## src/rtl/smf_pkg.sv

```systemverilog
// Shared types and constants for the separable median filter.
// No dependencies; the median, store and top-level files import this package.
package smf_pkg;

  localparam int PIX_W      = 8;
  localparam int CFG_IDX_W  = 2;
  localparam int CFG_DATA_W = 10;

  // Register map of the configuration port
  typedef enum logic [CFG_IDX_W-1:0] {
    CFG_WINDOW = 2'd0,
    CFG_WIDTH  = 2'd1,
    CFG_HEIGHT = 2'd2
  } smf_cfg_idx_e;

  localparam logic [2:0]            WINDOW_RST = 3'd3;
  localparam logic [CFG_DATA_W-1:0] WIDTH_RST  = 10'd512;
  localparam logic [CFG_DATA_W-1:0] HEIGHT_RST = 10'd512;

  localparam logic [PIX_W-1:0] PIX_MIN = 8'h00;
  localparam logic [PIX_W-1:0] PIX_MAX = 8'hFF;

  // Input beat: pixel or drain
  typedef struct packed {
    logic             mode;
    logic [PIX_W-1:0] pixel_in;
  } smf_in_t;

  // Output beat
  typedef struct packed {
    logic [PIX_W-1:0] pixel_out;
    logic             frame_last;
  } smf_out_t;

endpackage

```

## src/rtl/smf_median.sv

```systemverilog
// Median of N 8-bit values through an odd-even transposition network.
// Depends on smf_pkg for the pixel width.
module smf_median
  import smf_pkg::*;
#(
  parameter int N = 7
) (
  input  logic [N-1:0][PIX_W-1:0] vals_i,
  output logic [PIX_W-1:0]        med_o
);

  // Compare-exchange rounds, alternating even and odd pairs
  always_comb begin
    logic [N-1:0][PIX_W-1:0] a;
    logic [PIX_W-1:0]        t;
    a = vals_i;
    t = '0;
    for (int r = 0; r < N; r++) begin
      for (int i = r % 2; i + 1 < N; i += 2) begin
        if (a[i] > a[i+1]) begin
          t      = a[i];
          a[i]   = a[i+1];
          a[i+1] = t;
        end
      end
    end
    med_o = a[N/2];
  end

endmodule

```

## config.mk

```make
export PLATFORM = sky130hd
export DESIGN_NAME = smf_median
export DESIGN_NICKNAME = d
export VERILOG_FILES = /design/src/rtl/smf_pkg.sv /design/src/rtl/smf_median.sv
export SDC_FILE = /design/constraint.sdc
export NUM_CORES = 1
export LEC_CHECK = 0
export ABC_CLOCK_PERIOD_IN_PS = 35100
export BUFFER_PORTS_ARGS = -buffer_cell sky130_fd_sc_hd__buf_2
export CAP_MARGIN = 20
export CORE_MARGIN = 2
export CORE_UTILIZATION = 69
export DETAILED_ROUTE_END_ITERATION = 10
export PLACE_DENSITY = 0.9
export SLEW_MARGIN = 40
export SYNTH_ARGS = -nofsm -noshare
export SYNTH_HDL_FRONTEND = slang
export SYNTH_SLANG_ARGS = --single-unit
```

## constraint.sdc

```tcl
create_clock -name vclk -period 35.1
set_input_delay 1.755 -clock vclk [all_inputs]
set_output_delay 1.755 -clock vclk [all_outputs]
set_load 0.1 [all_outputs]
```

Yosys cells after proc, flatten, opt, wreduce, memory -nomap -nowiden
Cells that the tools add are included.

Input port bits: 56. Logic and storage cells: 36. Bits in registers: 0. Output and inout port bits: 8.

Multiplexer cells: 18. Magnitude comparators: 18.

Operators by type and width (number): $mux 16 (15); $gt 8x8->1 (18); $mux 8 (3).

Depth between registers and ports, before layout
Depth in word-level cells: 14. Depth in mapped cells: 78. Gate-level depth less buffers: 70.

Least setup slack after synthesis
No wires, ideal clock.

Path kind: input-to-output. Start point: input vals_i[13] (netlist name). End point: output med_o[2]. Required time: 33.345 ns. Stages: 75. Data arrival time: 17.228 ns. Buffers on the path: 9. Path slack: 16.117 ns. Cells stage by stage: inv_1 > ha_1 > a211oi_1 > nor2_1 > or2_1 > o21ai_2 > clkbuf_1 > mux2i_1 > inv_1 > ha_1 > and2_0 > nand4_1 > nor3_2 > a21o_4 > o21a_1 > clkbuf_1 > clkbuf_1 > mux2i_1 > [... 39 more ...] > a21oi_1 > nor3b_1 > nand2_1 > a2bb2oi_1 > buf_4 > buf_4 > nor3_1 > a21oi_1 > ha_1 > nor2b_1 > o21a_1 > o21ai_0 > nand2b_1 > a21oi_1 > o21ai_0 > o21ai_0 > nor4_1 > a211oi_1.

Word-level cells in the longest chain between the ends: 14. Elaborated cells on any way between the ends: 24. Classes of those cells: order compare (12); mux (12).

RTL lines: from (decl) (RTL line smf_median.sv:8) `input logic [N-1:0][PIX_W-1:0] vals_i,`; $gt 8x8->1 (RTL line smf_median.sv:20) `if (a[i] > a[i+1]) begin`; $mux 16 (*) (RTL line smf_median.sv:20); $gt 8x8->1 (RTL line smf_median.sv:20); $mux 16 (RTL line smf_median.sv:20); $gt 8x8->1 (RTL line smf_median.sv:20); $mux 16 (RTL line smf_median.sv:20); $gt 8x8->1 (RTL line smf_median.sv:20); $mux 16 (RTL line smf_median.sv:20); $gt 8x8->1 (RTL line smf_median.sv:20); $mux 16 / $mux 8 (equally long branches) (RTL line smf_median.sv:20); $gt 8x8->1 (RTL line smf_median.sv:20); $mux 16 / $mux 8 (equally long branches) (RTL line smf_median.sv:20); $gt 8x8->1 (RTL line smf_median.sv:20); $mux 16 (*) (RTL line smf_median.sv:20); to (decl) (RTL line smf_median.sv:9) `output logic [PIX_W-1:0] med_o`.

Mark *: on every way between the ends. The rest lies on a longest branch, timed or not.

Worst setup path after layout
Start point: input vals_i[41] (netlist name). End point: output med_o[6].

Word-level cells in the longest chain between the ends: 14. Elaborated cells on any way between the ends: 28. Classes of those cells: order compare (14); mux (14).

RTL lines (RTL line): $gt 8x8->1 (smf_median.sv:20); $mux 16 (*) (smf_median.sv:20); $gt 8x8->1 (smf_median.sv:20); $mux 16 (smf_median.sv:20); $gt 8x8->1 (smf_median.sv:20); $mux 16 (smf_median.sv:20); $gt 8x8->1 (smf_median.sv:20); $mux 16 / $mux 8 (equally long branches) (smf_median.sv:20); $gt 8x8->1 (smf_median.sv:20); $mux 16 / $mux 8 (equally long branches) (smf_median.sv:20); $gt 8x8->1 (smf_median.sv:20); $mux 16 / $mux 8 (equally long branches) (smf_median.sv:20); $gt 8x8->1 (smf_median.sv:20); $mux 16 (*) (smf_median.sv:20).

Marked as above.

==> flow_summary.json <==
{
  "worst_slew_pin_slew_ns": 0.779,
  "vias": 7983,
  "hold_viol_final": 0,
  "register_area_um2": 0,
  "whs_ns": 4.85,
  "port_buffers": 64,
  "ios": 64,
  "critical_path_arrival_ns": 17.88,
  "cts-resized-gates": 0,
  "drt_iter0_drc": 725,
  "netlist-cell-type-count": 95,
  "syn-cell-area_mm2": 0.00730,
  "synth_common_cells": "ha_1 (124), a21oi_1 (113), inv_1 (112)",
  "min_from": "vals_i[6]",
  "track_usage": 0.344,
  "start_util": 0.710,
  "min_to": "med_o[6]",
  "cap_violations": 0,
  "cpPeakStageDelay_ns": 0.65,
  "slew_viol_final": 0,
  "multi_input_area_mm2": 0.00676,
  "antenna_found_initial": 0,
  "grt_pass1_wl_mm": 33.2,
  "hold_class": "input pin to primary output",
  "fin_crit_sh": 0.559,
  "die_height_um": 107,
  "synth.most_common_cell": "ha_1",
  "grt_pass1_vias": 7481,
  "drt-total-wl_mm": 19.9,
  "gp_routability_congestion": 0.993,
  "setup_viol": 0,
  "worstPathMaxFanout": 22,
  "wl_per_cell_um": 16.2,
  "whs_path_depth": 10,
  "clockBufferCount": 0,
  "setup.worst_path.end_class": "primary output",
  "cts_setup_buffers": 0,
  "overflow": 0,
  "ant_nets": 0,
  "fmax_mhz": 50.9,
  "critPathBufInv": 5,
  "yosysTopAreaCell": "ha_1",
  "synth_nets": 1236,
  "min_period_ns": 19.64,
  "synth_top_area_frac": 0.213,
  "coreArea_mm2": 0.0103,
  "postSynthAreaPerCell_um2": 6.91,
  "synth_cells": 1056,
  "ys_seq_area_frac": 0,
  "fillers": 855,
  "critPathKind": "input pin to primary output",
  "vias_per_cell": 6.50,
  "drc": 0,
  "grt_max_degree": 26,
  "synth.top_cells.by_area": "ha_1 (21%), mux2i_1 (10%), a21oi_1 (7.8%)",
  "layout.nets": 1274,
  "cp_slowest_cell": "a32o_1",
  "area_growth_pct": 5.28,
  "die_x_um": 107,
  "antenna_cells": 0,
  "start_kind": "input pin",
  "status": "finished clean",
  "cts_hold_buf": 0,
  "required_ns": 33.34,
  "post-dp-hpwl_mm": 17.1,
  "cp_top_family": "compound AO/OA/AOI/OAI gates",
  "drive_above_1_share": 0.126,
  "relSlewSlack": 0.480,
  "tns_ns": 0,
  "yosysWarningCount": 0,
  "rows": 37,
  "dieArea_mm2": 0.0114,
  "rsz0062_at_grt": "no",
  "firstDrtPassIters": 5,
  "numSequentialCells": 0
}
[worst max-delay path by stage]
stage	startpoint	endpoint	cells after the start
after global routing	vals_i[43]	med_o[6]	68
after CTS	vals_i[13]	med_o[5]	66
final	vals_i[41]	med_o[6]	64
after global placement	vals_i[5]	med_o[5]	65
after detailed placement	vals_i[17]	med_o[5]	65
after floorplan	vals_i[13]	med_o[2]	75
[cells in the final DEF, fill, tap and decap left out, drive strengths merged, types with 5 or more instances in the layout]
| cell | n |
|---|---|
| ha | 124 |
| a21oi | 117 |
| inv | 112 |
| nor2 | 94 |
| o21ai | 81 |
| nand2 | 77 |
| mux2i | 75 |
| buf | 66 |
| a21o | 29 |
| nand3 | 27 |
| mux2 | 21 |
| nor3 | 20 |
| a211oi | 18 |
| o21a | 16 |
| o211ai | 16 |
| and2 | 16 |
| nor2b | 12 |
| nand4 | 11 |
| nand2b | 11 |
| or2 | 11 |
| o211a | 10 |
| and4 | 9 |
| a31oi | 9 |
| and3 | 8 |
| o31ai | 8 |
| a211o | 7 |
| xnor2 | 7 |
| nor4 | 7 |
| o22ai | 5 |
| a21boi | 5 |
[metal layers]
metal / part of all wire / vias up / track usage
met2: 0.46 / 297 / 0.599
met4: 0.028 / 0 / 0.106
li1: - / 4004 / -
met1: 0.44 / 3637 / 0.444
met3: 0.069 / 45 / 0.0359
met5: 0 / - / 0
[cell type report]
cell class | count | area share
multi-input combinational | 914 | 0.879
inverter | 112 | 0.0547
timing repair buffer | 66 | 0.0437
tap | 136 | 0.0222
[tightest hold or removal path, cell delays in order]
cell	delay, ns
buf_2	0.12
nand2_1	0.05
o21ai_0	0.16
a21oi_1	0.18
a31oi_1	0.08
inv_1	0.06
mux2i_1	0.12
or4b_1	0.19
o211ai_1	0.08
buf_2	0.30
[cell families (layout without fill, tap and decap cells)]
family                     count (synthesis)  count (layout)  share of synthesized area
AOI/OAI and AO/OA                        365             365                      0.343
muxes                                     96              96                      0.137
adders and majority gates                127             127                      0.217
xor gates and xnor gates                   8               8                    0.00960
buffers and inverters                    142             178                     0.0777
and+or+nand+nor                          318             318                      0.216
[per-stage QoR]
step | cell area [um^2] | utilization | setup slack, ns | std cells
2_1_floorplan | 7300 | - | 16.12 | 1056
3_3_place_gp | 7650 | 0.745 | 15.82 | 1228
3_5_place_dp | 7670 | 0.746 | 15.79 | 1228
4_1_cts | 7670 | 0.746 | 15.77 | 1228
5_1_grt | 7680 | 0.747 | 14.30 | 1228
6_report | 7680 | 0.747 | 15.46 | 1228
Power is not shown: default switching activity piles up to over one toggle a cycle in this logic, so the estimate is an artifact.
